$ cat config.mk
export PLATFORM = sky130hd
export DESIGN_NAME = keypad_event_fifo_register_slave
export DESIGN_NICKNAME = d
export VERILOG_FILES = /design/src/hdl/kpev_pkg.sv /design/src/hdl/keypad_event_fifo_register_slave.sv
export SDC_FILE = /design/constraint.sdc
export NUM_CORES = 1
export LEC_CHECK = 0
export BUFFER_PORTS_ARGS = -buffer_cell sky130_fd_sc_hd__buf_2
export CAP_MARGIN = 0
export CELL_PAD_IN_SITES_DETAIL_PLACEMENT = 1
export CELL_PAD_IN_SITES_GLOBAL_PLACEMENT = 1
export CORE_MARGIN = 10
export CORE_UTILIZATION = 25
export DETAILED_ROUTE_END_ITERATION = 16
export GPL_TIMING_DRIVEN = 0
export PLACE_DENSITY = 0.42
export SLEW_MARGIN = 20
export SYNTH_ARGS = -nofsm -noshare
export SYNTH_HDL_FRONTEND = slang
export SYNTH_SLANG_ARGS = --single-unit
$ cat constraint.sdc
create_clock -name clock -period 4.99 [get_ports clock]
set_input_delay 0 -clock clock [delete_from_list [all_inputs] [get_ports clock]]
set_output_delay 0 -clock clock [all_outputs]
set_load 0.03 [all_outputs]
$ cat src/hdl/kpev_pkg.sv
// ----------------------------------------------------------------------------
// kpev_pkg : shared types and constants for the keypad event register slave
// Bus opcodes, register map addresses, interrupt status bit and key count mask.
// ----------------------------------------------------------------------------
package kpev_pkg;

   typedef enum logic [1:0] {
      OP_START  = 2'd0,
      OP_WRITE  = 2'd1,
      OP_READ   = 2'd2,
      OP_INJECT = 2'd3
   } kpev_op_type;

   // register map
   localparam logic [7:0] REG_INT_STAT  = 8'h02;
   localparam logic [7:0] REG_KEY_COUNT = 8'h03;
   localparam logic [7:0] REG_KEY_EVENT = 8'h04;

   localparam logic [7:0] INT_KEY_PENDING = 8'h01;
   localparam logic [7:0] COUNT_MASK      = 8'h0F;

endpackage

$ cat src/hdl/keypad_event_fifo_register_slave.sv
// ----------------------------------------------------------------------------
// keypad_event_fifo_register_slave : keypad controller bus slave with key FIFO
// Register file behind a write-set pointer, W1C interrupt status, and a
// circular key-event queue that feeds the key event register.
// ----------------------------------------------------------------------------
//
//  channel   ports                                       handshake
//  -------   -----------------------------------------   ---------------------
//  request   req_opcode req_write_byte req_key_code       start & !busy
//            req_key_pressed
//  response  rsp_read_byte rsp_irq_n rsp_key_dropped      rsp_strobe, 1 cycle
//
//  One item per clock: busy stays low, every accepted item updates state at
//  its accept edge and its response shows on the cycle right after.
//  The rate is set by the register-file memory: its read port is addressed
//  by the next pointer, so its read data is registered along with the pointer, with a bypass for a same-edge write.
//  Synchronous active-high reset clears pointer, flags, queue counters,
//  interrupt status and the per-entry valid bits (no clearing pass).
//  The receiver cannot stall; a response is lost if not taken that cycle.
//
module keypad_event_fifo_register_slave
   import kpev_pkg::*;
#(
   parameter int REGISTER_COUNT = 64,
   parameter int EVENT_DEPTH    = 10
) (
   input  logic       clock,
   input  logic       reset,
   input  logic       start,
   output logic       busy,
   input  logic [1:0] req_opcode,
   input  logic [7:0] req_write_byte,
   input  logic [6:0] req_key_code,
   input  logic       req_key_pressed,
   output logic       rsp_strobe,
   output logic [7:0] rsp_read_byte,
   output logic       rsp_irq_n,
   output logic       rsp_key_dropped
);

   localparam int AW = (REGISTER_COUNT > 1) ? $clog2(REGISTER_COUNT) : 1;
   localparam int SW = $clog2(EVENT_DEPTH);
   localparam int CW = $clog2(EVENT_DEPTH + 1);
   localparam logic [8:0]    REG_LIMIT = 9'(REGISTER_COUNT);
   localparam logic [SW-1:0] SLOT_LAST = SW'(EVENT_DEPTH - 1);
   localparam logic [CW-1:0] COUNT_FULL = CW'(EVENT_DEPTH);

   // ---------------- state ----------------
   logic [7:0]    ptr_ff, ptr_in;
   logic          phase_ff, phase_in;
   logic [7:0]    int_stat_ff, int_stat_in;
   logic [CW-1:0] count_ff, count_in;
   logic [SW-1:0] rd_slot_ff, rd_slot_in;
   logic [SW-1:0] wr_slot_ff, wr_slot_in;
   logic [7:0]    evt_ff [EVENT_DEPTH];

   // register file memory, valid bits stand in for the zero reset
   logic [7:0]    reg_mem [REGISTER_COUNT];
   logic [REGISTER_COUNT-1:0] valid_ff;
   logic [7:0]    mem_rd_ff;
   logic          byp_ff;
   logic [7:0]    byp_data_ff;

   // response register
   logic          strobe_ff;
   logic [7:0]    rbyte_ff, rbyte_in;
   logic          irq_n_ff;
   logic          drop_ff, drop_in;

   logic          accept;
   logic          ptr_in_range, ptr_in_next_range;
   logic [AW-1:0] ptr_idx, ptr_idx_in;
   logic          mem_we;
   logic          push, pop;
   logic [7:0]    cur_byte;

   assign busy   = 1'b0;
   assign accept = start & ~busy;

   assign ptr_in_range      = ({1'b0, ptr_ff} < REG_LIMIT);
   assign ptr_in_next_range = ({1'b0, ptr_in} < REG_LIMIT);
   assign ptr_idx           = ptr_ff[AW-1:0];
   assign ptr_idx_in        = ptr_in[AW-1:0];

   // plain data write to the pointed register (INT_STAT is W1C instead)
   assign mem_we = accept && (req_opcode == OP_WRITE) && phase_ff
                   && (ptr_ff != REG_INT_STAT) && ptr_in_range;

   assign pop  = accept && (req_opcode == OP_READ) && (ptr_ff == REG_KEY_EVENT)
                 && (count_ff != '0);
   assign push = accept && (req_opcode == OP_INJECT) && (count_ff != COUNT_FULL);

   // current content of the pointed register: bypass, then valid-gated memory
   always_comb begin
      if (byp_ff) begin
         cur_byte = byp_data_ff;
      end else if (ptr_in_range && valid_ff[ptr_idx]) begin
         cur_byte = mem_rd_ff;
      end else begin
         cur_byte = 8'h00;
      end
   end

   always_comb begin
      ptr_in      = ptr_ff;
      phase_in    = phase_ff;
      int_stat_in = int_stat_ff;
      count_in    = count_ff;
      rd_slot_in  = rd_slot_ff;
      wr_slot_in  = wr_slot_ff;
      rbyte_in    = 8'h00;
      drop_in     = 1'b0;
      if (accept) begin
         unique case (req_opcode)
            OP_START: begin
               phase_in = 1'b0;
            end
            OP_WRITE: begin
               if (!phase_ff) begin
                  ptr_in   = req_write_byte;
                  phase_in = 1'b1;
               end else if (ptr_ff == REG_INT_STAT) begin
                  int_stat_in = int_stat_ff & ~req_write_byte;
               end
            end
            OP_READ: begin
               priority if (ptr_ff == REG_INT_STAT) begin
                  rbyte_in = int_stat_ff;
               end else if (ptr_ff == REG_KEY_COUNT) begin
                  rbyte_in = 8'(count_ff) & COUNT_MASK;
               end else if (ptr_ff == REG_KEY_EVENT) begin
                  if (pop) begin
                     rbyte_in   = evt_ff[rd_slot_ff];
                     rd_slot_in = (rd_slot_ff == SLOT_LAST) ? '0 : rd_slot_ff + 1'b1;
                     count_in   = count_ff - 1'b1;
                     if (count_in != '0) begin
                        int_stat_in = int_stat_ff | INT_KEY_PENDING;
                     end
                  end
               end else begin
                  rbyte_in = cur_byte;
               end
            end
            OP_INJECT: begin
               if (push) begin
                  wr_slot_in  = (wr_slot_ff == SLOT_LAST) ? '0 : wr_slot_ff + 1'b1;
                  count_in    = count_ff + 1'b1;
                  int_stat_in = int_stat_ff | INT_KEY_PENDING;
               end else begin
                  drop_in = 1'b1;
               end
            end
            default: begin
               drop_in = 1'b0;
            end
         endcase
      end
   end

   // control state
   always_ff @(posedge clock) begin
      if (reset) begin
         ptr_ff      <= '0;
         phase_ff    <= 1'b0;
         int_stat_ff <= '0;
         count_ff    <= '0;
         rd_slot_ff  <= '0;
         wr_slot_ff  <= '0;
         valid_ff    <= '0;
         byp_ff      <= 1'b0;
         strobe_ff   <= 1'b0;
      end else begin
         ptr_ff      <= ptr_in;
         phase_ff    <= phase_in;
         int_stat_ff <= int_stat_in;
         count_ff    <= count_in;
         rd_slot_ff  <= rd_slot_in;
         wr_slot_ff  <= wr_slot_in;
         if (mem_we) begin
            valid_ff[ptr_idx] <= 1'b1;
         end
         // write landing on the register the next pointer selects
         byp_ff    <= mem_we && ptr_in_next_range && (ptr_idx_in == ptr_idx);
         strobe_ff <= accept;
      end
   end

   // payload: memories, queue entries, response data
   always_ff @(posedge clock) begin
      if (mem_we) begin
         reg_mem[ptr_idx] <= req_write_byte;
      end
      mem_rd_ff   <= reg_mem[ptr_idx_in];
      byp_data_ff <= req_write_byte;
      if (push) begin
         evt_ff[wr_slot_ff] <= {req_key_pressed, req_key_code};
      end
      rbyte_ff <= rbyte_in;
      irq_n_ff <= (count_in == '0);
      drop_ff  <= drop_in;
   end

   assign rsp_strobe      = strobe_ff;
   assign rsp_read_byte   = rbyte_ff;
   assign rsp_irq_n       = irq_n_ff;
   assign rsp_key_dropped = drop_ff;

endmodule
==> results of run 1 <==
-- layer usage --
metal,track usage,up-vias,part of all wire
li1,-,7776,-
met1,0.198,8925,0.46
met2,0.241,326,0.48
met3,0.0210,101,0.038
met4,0.0381,0,0.020
met5,0,-,0
-- flip-flops by register name, summed over array words and instances (netlist names), named ones only --
| register | cells |
|---|---|
| reg_mem | 512 |
| rsp_key_dropped | 1 |
| evt_ff | 80 |
| wr_slot_ff | 4 |
| count_ff | 4 |
| rsp_strobe | 1 |
| valid_ff | 64 |
| rsp_read_byte | 8 |
| mem_rd_ff | 8 |
| int_stat_ff | 8 |
| rd_slot_ff | 4 |
| ptr_ff | 8 |
| byp_ff | 1 |
| rsp_irq_n | 1 |
| byp_data_ff | 8 |
| phase_ff | 1 |
-- final timing paths --
check / start / endpoint / cells past startpoint
worst min register to register: int_stat_ff[3] / int_stat_ff[3] / 2
worst max-delay path: ptr_ff[1] / reg_mem[48][1] / 8
worst max register to register: ptr_ff[1] / reg_mem[48][1] / 8
worst min-delay path: req_write_byte[4] / byp_data_ff[4] / 2
-- synthesized netlist by cell type (3+ instances only) --
library cell  count
nand4_1          50
buf_4             6
xnor2_1           3
o211a_1           9
a221oi_1         15
inv_1             4
o211ai_1          4
a21oi_1          57
xor2_1            3
buf_1             4
ha_1              4
or3_1             3
mux4_2           63
clkbuf_1         54
a31oi_1          28
nand3_1         126
dfxtp_1         125
buf_2            33
a221o_1           7
nand2_1         348
buf_6             7
or2_1             3
a211oi_1         12
nor2_1          211
mux2i_1          39
nand2b_1         16
a22oi_1          28
nor2_2            6
nor3_1           15
o21ai_1           5
nor3b_1           3
mux2_2            6
o21ai_0          15
and2_1            5
nor2b_1          26
mux2_4            3
edfxtp_1        592
a32oi_1          25
-- cells by family after synthesis --
family          after synthesis  share of synthesized area
xor+xnor                      6                    0.00188
other cells                   1                   0.000134
buf+inv                     109                     0.0188
flops                       717                      0.726
mux                         114                     0.0705
simple gates                825                      0.129
fa+ha+maj                     4                    0.00179
compound gates              211                     0.0518
-- worst max-delay path: cells and delay by family, from the launching register on --
family                 cells  cell delay, ps
buffers and inverters      2             870
flip-flops                 1             290
AND/OR/NAND/NOR            6            2480
-- power by group through the flow --
stage | combinational (mW) | clock (mW) | sequential, mW
after floorplan | 0.307 | 0 | 6.64
after global placement | 0.662 | 0 | 6.65
after detailed placement | 0.691 | 0 | 6.65
after CTS | 0.706 | 6.03 | 6.52
after global routing | 0.747 | 6.28 | 6.52
final | 0.695 | 5.85 | 6.52
-- through the flow --
stage,hold slack (ps),cells,util
5_1_grt,178,3699,0.299
2_1_floorplan,27.7,1995,-
3_5_place_dp,281,3527,0.273
4_1_cts,138,3698,0.299
3_3_place_gp,303,3514,0.271
6_report,186,3701,0.299
-- final cells by class --
type / count / share of cell area
inverters: 5 / 0.000566
plain buffers: 104 / 0.0153
flip-flops and latches: 717 / 0.612
clock buffers: 126 / 0.0731
repair buffers: 65 / 0.0191
multi-input cells: 1169 / 0.218
clock inverters: 24 / 0.00589
diodes: 3 / 0.000227
well taps: 1488 / 0.0562
==> impl_metrics.tcl, run 1 <==
set metrics [dict create \
    status "complete, no violations" \
    vias 17100 \
    stdcell_area_um2 33100 \
    die_width_um 354 \
    num_rows 122 \
    synth_edf_count 592 \
    final_common_cell "edfxtp_1" \
    path_max_fanout 10 \
    rsz0062_at_grt "no" \
    multi_input_area_um2 7220 \
    period_share 0.810 \
    vdd_ir_drop_max_v 0.000270 \
    ys_ff_latch 717 \
    layout-drive-gt1-share 0.139 \
    power_density_nw_per_um2 394 \
    yosys_warnings 0 \
    setup_viol 0 \
    vias_per_cell 4.63 \
    cts-root-buf "clkbuf_16" \
    routedWlPerCell_um 25.1 \
    share_comb_of_total_power 0.053 \
    cp_common_cell "nor2_1" \
    crit_chain "buf_2, or3b_2, clkbuf_1, nor4_2, nand2b_1, nor2_1, nand3_1, nor2_1" \
    cp.arrival_ps 4300 \
    grt_pass1_wl_mm 134 \
    grt_pass1_vias 18200 \
    numClockSinks 717 \
    dr.first_iter.drc_count 1256 \
    cpPeakStageDelay_ps 880 \
    antenna_left 0 \
    clock_path_buffers 3 \
    leakage_nw 10.7 \
    synth-main-ff-cell "edfxtp_1" \
    gp_congestion 0.810 \
    p_sw_mw 2.97 \
    yosysTopAreaCellShare 0.636 \
    setup_ws_ps 949 \
    gr-usage-all-layers 0.145 \
    cts_resized 0 \
    critPathKind "reg -> reg" \
    async_flop_share 0 \
    cp-end-kind "flop" \
    most-common-layout-cells "592 x edfxtp_1, 348 x nand2_1, 204 x nor2_1" \
    regArea_um2 20300 \
    p_total_mw 13.1 \
    period_needed_ps 4040 \
    clk_latency_ps 650 \
    hold_viol 0 \
    die_h_um 354 \
    swShare 0.228 \
    r2r_slack_ps 950 \
    start_util 0.252 \
    avgSynthCellArea_um2 14.1 \
    worstPathRequired_ps 5250 \
    drcViolationCount 0 \
    core-area_um2 111000 \
    io_pins 33 \
    cts_tree "done" \
    placed_area_um2 30300 \
    dpl.hpwl_mm 63.8 \
    pwr-share-seq 0.499 \
    synth_cell_types 58 \
    max_freq_mhz 247 \
    intPower_mw 10.1 \
    dr.pass1.iters 5 \
    synth_cells 1987 \
    clock_power_share 0.448 \
    antenna_found_initial 2 \
    slowest_stage "nor2_1" \
    min_path_type "in -> reg" \
    cts_made_buffers 82 \
    overflow 0 \
    slew_headroom 0.259 \
    hold_buffers 21 \
    path_clk_slew_ps 60 \
    cp-start-kind "flop" \
    layout.nets 2169 \
    tightest_slew_ps 1110 \
    ys_seq_area_frac 0.726 \
    synth_area_um2 27900 \
    synth.area.top_cells "edfxtp_1 64%, dfxtp_1 9.0%, mux4_2 5.1%" \
    maxSlewViolCount 0 \
    fill_cells 11800 \
    cts_setup_buffers 0 \
    port_buffers 31 \
    tns_ps 0 \
    dieArea_um2 126000 \
    grt_max_degree 55 \
    dp_slack_ps 1020 \
    syn_to_final_growth_pct 18.6 \
    clock_skew_ps 31.7 \
    htree_levels 3 \
    yosys.area.top_type "edfxtp_1" \
    routed_wl_mm 92.8 \
    cap_violations 0 \
]
Power figures use the tool's default switching activity.
==> run 2, diff against run 1 <==
==> constraint.sdc (replaced) <==
create_clock -name clock -period 3.9 [get_ports clock]
set_input_delay 0 -clock clock [delete_from_list [all_inputs] [get_ports clock]]
set_output_delay 0 -clock clock [all_outputs]
set_load 0.03 [all_outputs]
==> run 2 against run 1 <==
Net effect:
- the run now ends with negative setup slack left
- register-to-register slack lost 1100 ps
- power rose by 28%
- cell count barely moved
- clock skew barely moved
- setup slack worse by 1100 ps
- utilization barely moved
- final area increased by 0.13%
- critical path depth is the same
- clock power grew 28%
- flip-flop and latch count unchanged
- non-clock buffer count unchanged
- global-route usage stayed put
- critical endpoint is now reg_mem[49][1]
- largest cell class unchanged
==> impl_metrics.tcl, run 2 (same netlist as run 1, synthesis figures left out) <==
set metrics [dict create \
    status "finished with violations" \
    violations "negative setup slack" \
    period_share 1.03 \
    die_width_um 354 \
    critPathKind "reg -> reg" \
    htree_levels 3 \
    leakage_nw 10.7 \
    cp_common_cell "nor2_1" \
    slowest_stage "nor2_1" \
    dr.pass1.iters 5 \
    worstPathRequired_ps 4160 \
    clock_path_buffers 3 \
    fin_util 0.299 \
    grt_pass1_wl_mm 134 \
    tightest_slew_ps 1040 \
    period_needed_ps 4010 \
    drcViolationCount 0 \
    cp.arrival_ps 4270 \
    hold_depth 2 \
    cap_violations 0 \
    crit_chain "buf_2, or3b_2, clkbuf_1, nor4_2, nand2b_1, nor2_1, nand3_1, nor2_1" \
    dpl.hpwl_mm 63.8 \
    largest_reg_flops 512 \
    most-common-layout-cells "592 x edfxtp_1, 348 x nand2_1, 187 x nor2_1" \
    setup_viol 62 \
    path_clk_slew_ps 60 \
    die_h_um 354 \
    setup_ws_ps -112 \
    routed_wl_mm 92.7 \
    cpPeakStageDelay_ps 860 \
    gr-usage-all-layers 0.145 \
    clk_latency_ps 650 \
    cts_made_buffers 82 \
    cts-root-buf "clkbuf_16" \
    regMostFlops "reg_mem" \
    rsz0062_at_grt "yes" \
    reg2reg_depth 8 \
    numClockSinks 717 \
    crit-reg2reg-capture "reg_mem[49][1]" \
    cts_setup_buffers 0 \
    cp_num_buf_inv 2 \
    antenna_found_initial 2 \
    port_buffers 31 \
    r2r_slack_ps -110 \
    grt_max_degree 55 \
    gp_congestion 0.810 \
    dr.first_iter.drc_count 1243 \
    min_path_type "in -> reg" \
    layout-drive-gt1-share 0.148 \
    r2r-start "ptr_ff[1]" \
    io_pins 33 \
    hold_start "req_write_byte[4]" \
    hold_path_end "byp_data_ff[4]" \
    final_common_cell "edfxtp_1" \
    clock_skew_ps 31.9 \
    overflow 0 \
    core-area_um2 111000 \
    vdd_ir_drop_max_v 0.000345 \
    cp-end-kind "flop" \
    hold_slack_ps 186 \
    dieArea_um2 126000 \
    num_rows 122 \
    vias_per_cell 4.62 \
    vias 17100 \
    crit_family "simple AND/OR/NAND/NOR gates" \
    power_density_nw_per_um2 504 \
    layout.nets 2169 \
    max_freq_mhz 249 \
    slew_headroom 0.303 \
    syn_to_final_growth_pct 18.8 \
    path_max_fanout 10 \
    cts_tree "done" \
    routedWlPerCell_um 25.1 \
    antenna_left 0 \
    hold_viol 0 \
    start_util 0.252 \
    cp-start-kind "flop" \
    maxSlewViolCount 0 \
    grt_pass1_vias 18200 \
    largestRegisters "reg_mem: 512 flops, evt_ff: 80 flops, valid_ff: 64 flops" \
]
run 2: changes by cell type in the layout (fill, tap and decap cells not counted), sizes merged:
cell / delta
diode: -1
run 2: what timing repair did:
item | CTS | global route
resized for setup | 2 | 17
pin swaps | 0 | 0
hold endpoints to repair | 348 | 0
setup endpoints to repair | 58 | 232
hold buffers | 21 | 0
run 2: area by class of cell:
class	count	area, um^2
Antenna cell	2	5.00
Fill cell	11800	77600
Clock inverter	24	195
Multi-Input combinational cell	1169	7260
Sequential cell	717	20300
Clock buffer	126	2420
Timing Repair Buffer	65	633
Inverter	5	18.8
Tap cell	1488	1860
Buffer	104	509
run 2: power breakdown:
| part | internal (mW) | switching [mW] |
|---|---|---|
| Clock | 4.35 | 3.14 |
| Combinational | 0.241 | 0.647 |
| Sequential | 8.32 | 0.0257 |
run 2: worst max-delay path by stage:
stage / startpoint / slack [ps] / end / cells past startpoint
finish: ptr_ff[1] / -110 / reg_mem[49][1] / 8
global route: ptr_ff[1] / -240 / reg_mem[55][0] / 8
CTS: ptr_ff[1] / -90 / reg_mem[49][1] / 8
detailed placement: ptr_ff[1] / -70 / reg_mem[49][2] / 8
global placement: req_write_byte[0] / -770 / mem_rd_ff[5] / 8
floorplan: count_ff[0] / 1570 / evt_ff[4][0] / 7
run 2: layer usage:
metal,vias up,share of wire,GRT usage
met5,-,0,0
met4,0,0.020,0.0381
met3,107,0.037,0.0210
met2,306,0.48,0.241
met1,8886,0.47,0.198
li1,7785,-,-
run 2: per-stage QoR:
| step | power (mW) | std cells | setup slack (ps) | setup TNS, ps | cell area (um^2) |
|---|---|---|---|---|---|
| finish | 16.7 | 3700 | -112 | -3230 | 33200 |
| global route | 17.3 | 3699 | -236 | -19080 | 33200 |
| CTS | 17.0 | 3698 | -89.5 | -2900 | 33100 |
| detailed placement | 9.39 | 3527 | -69.4 | -1980 | 30300 |
| global placement | 9.36 | 3514 | -766 | -5860 | 30000 |
| floorplan | 8.89 | 1995 | 1570 | 0 | 28000 |
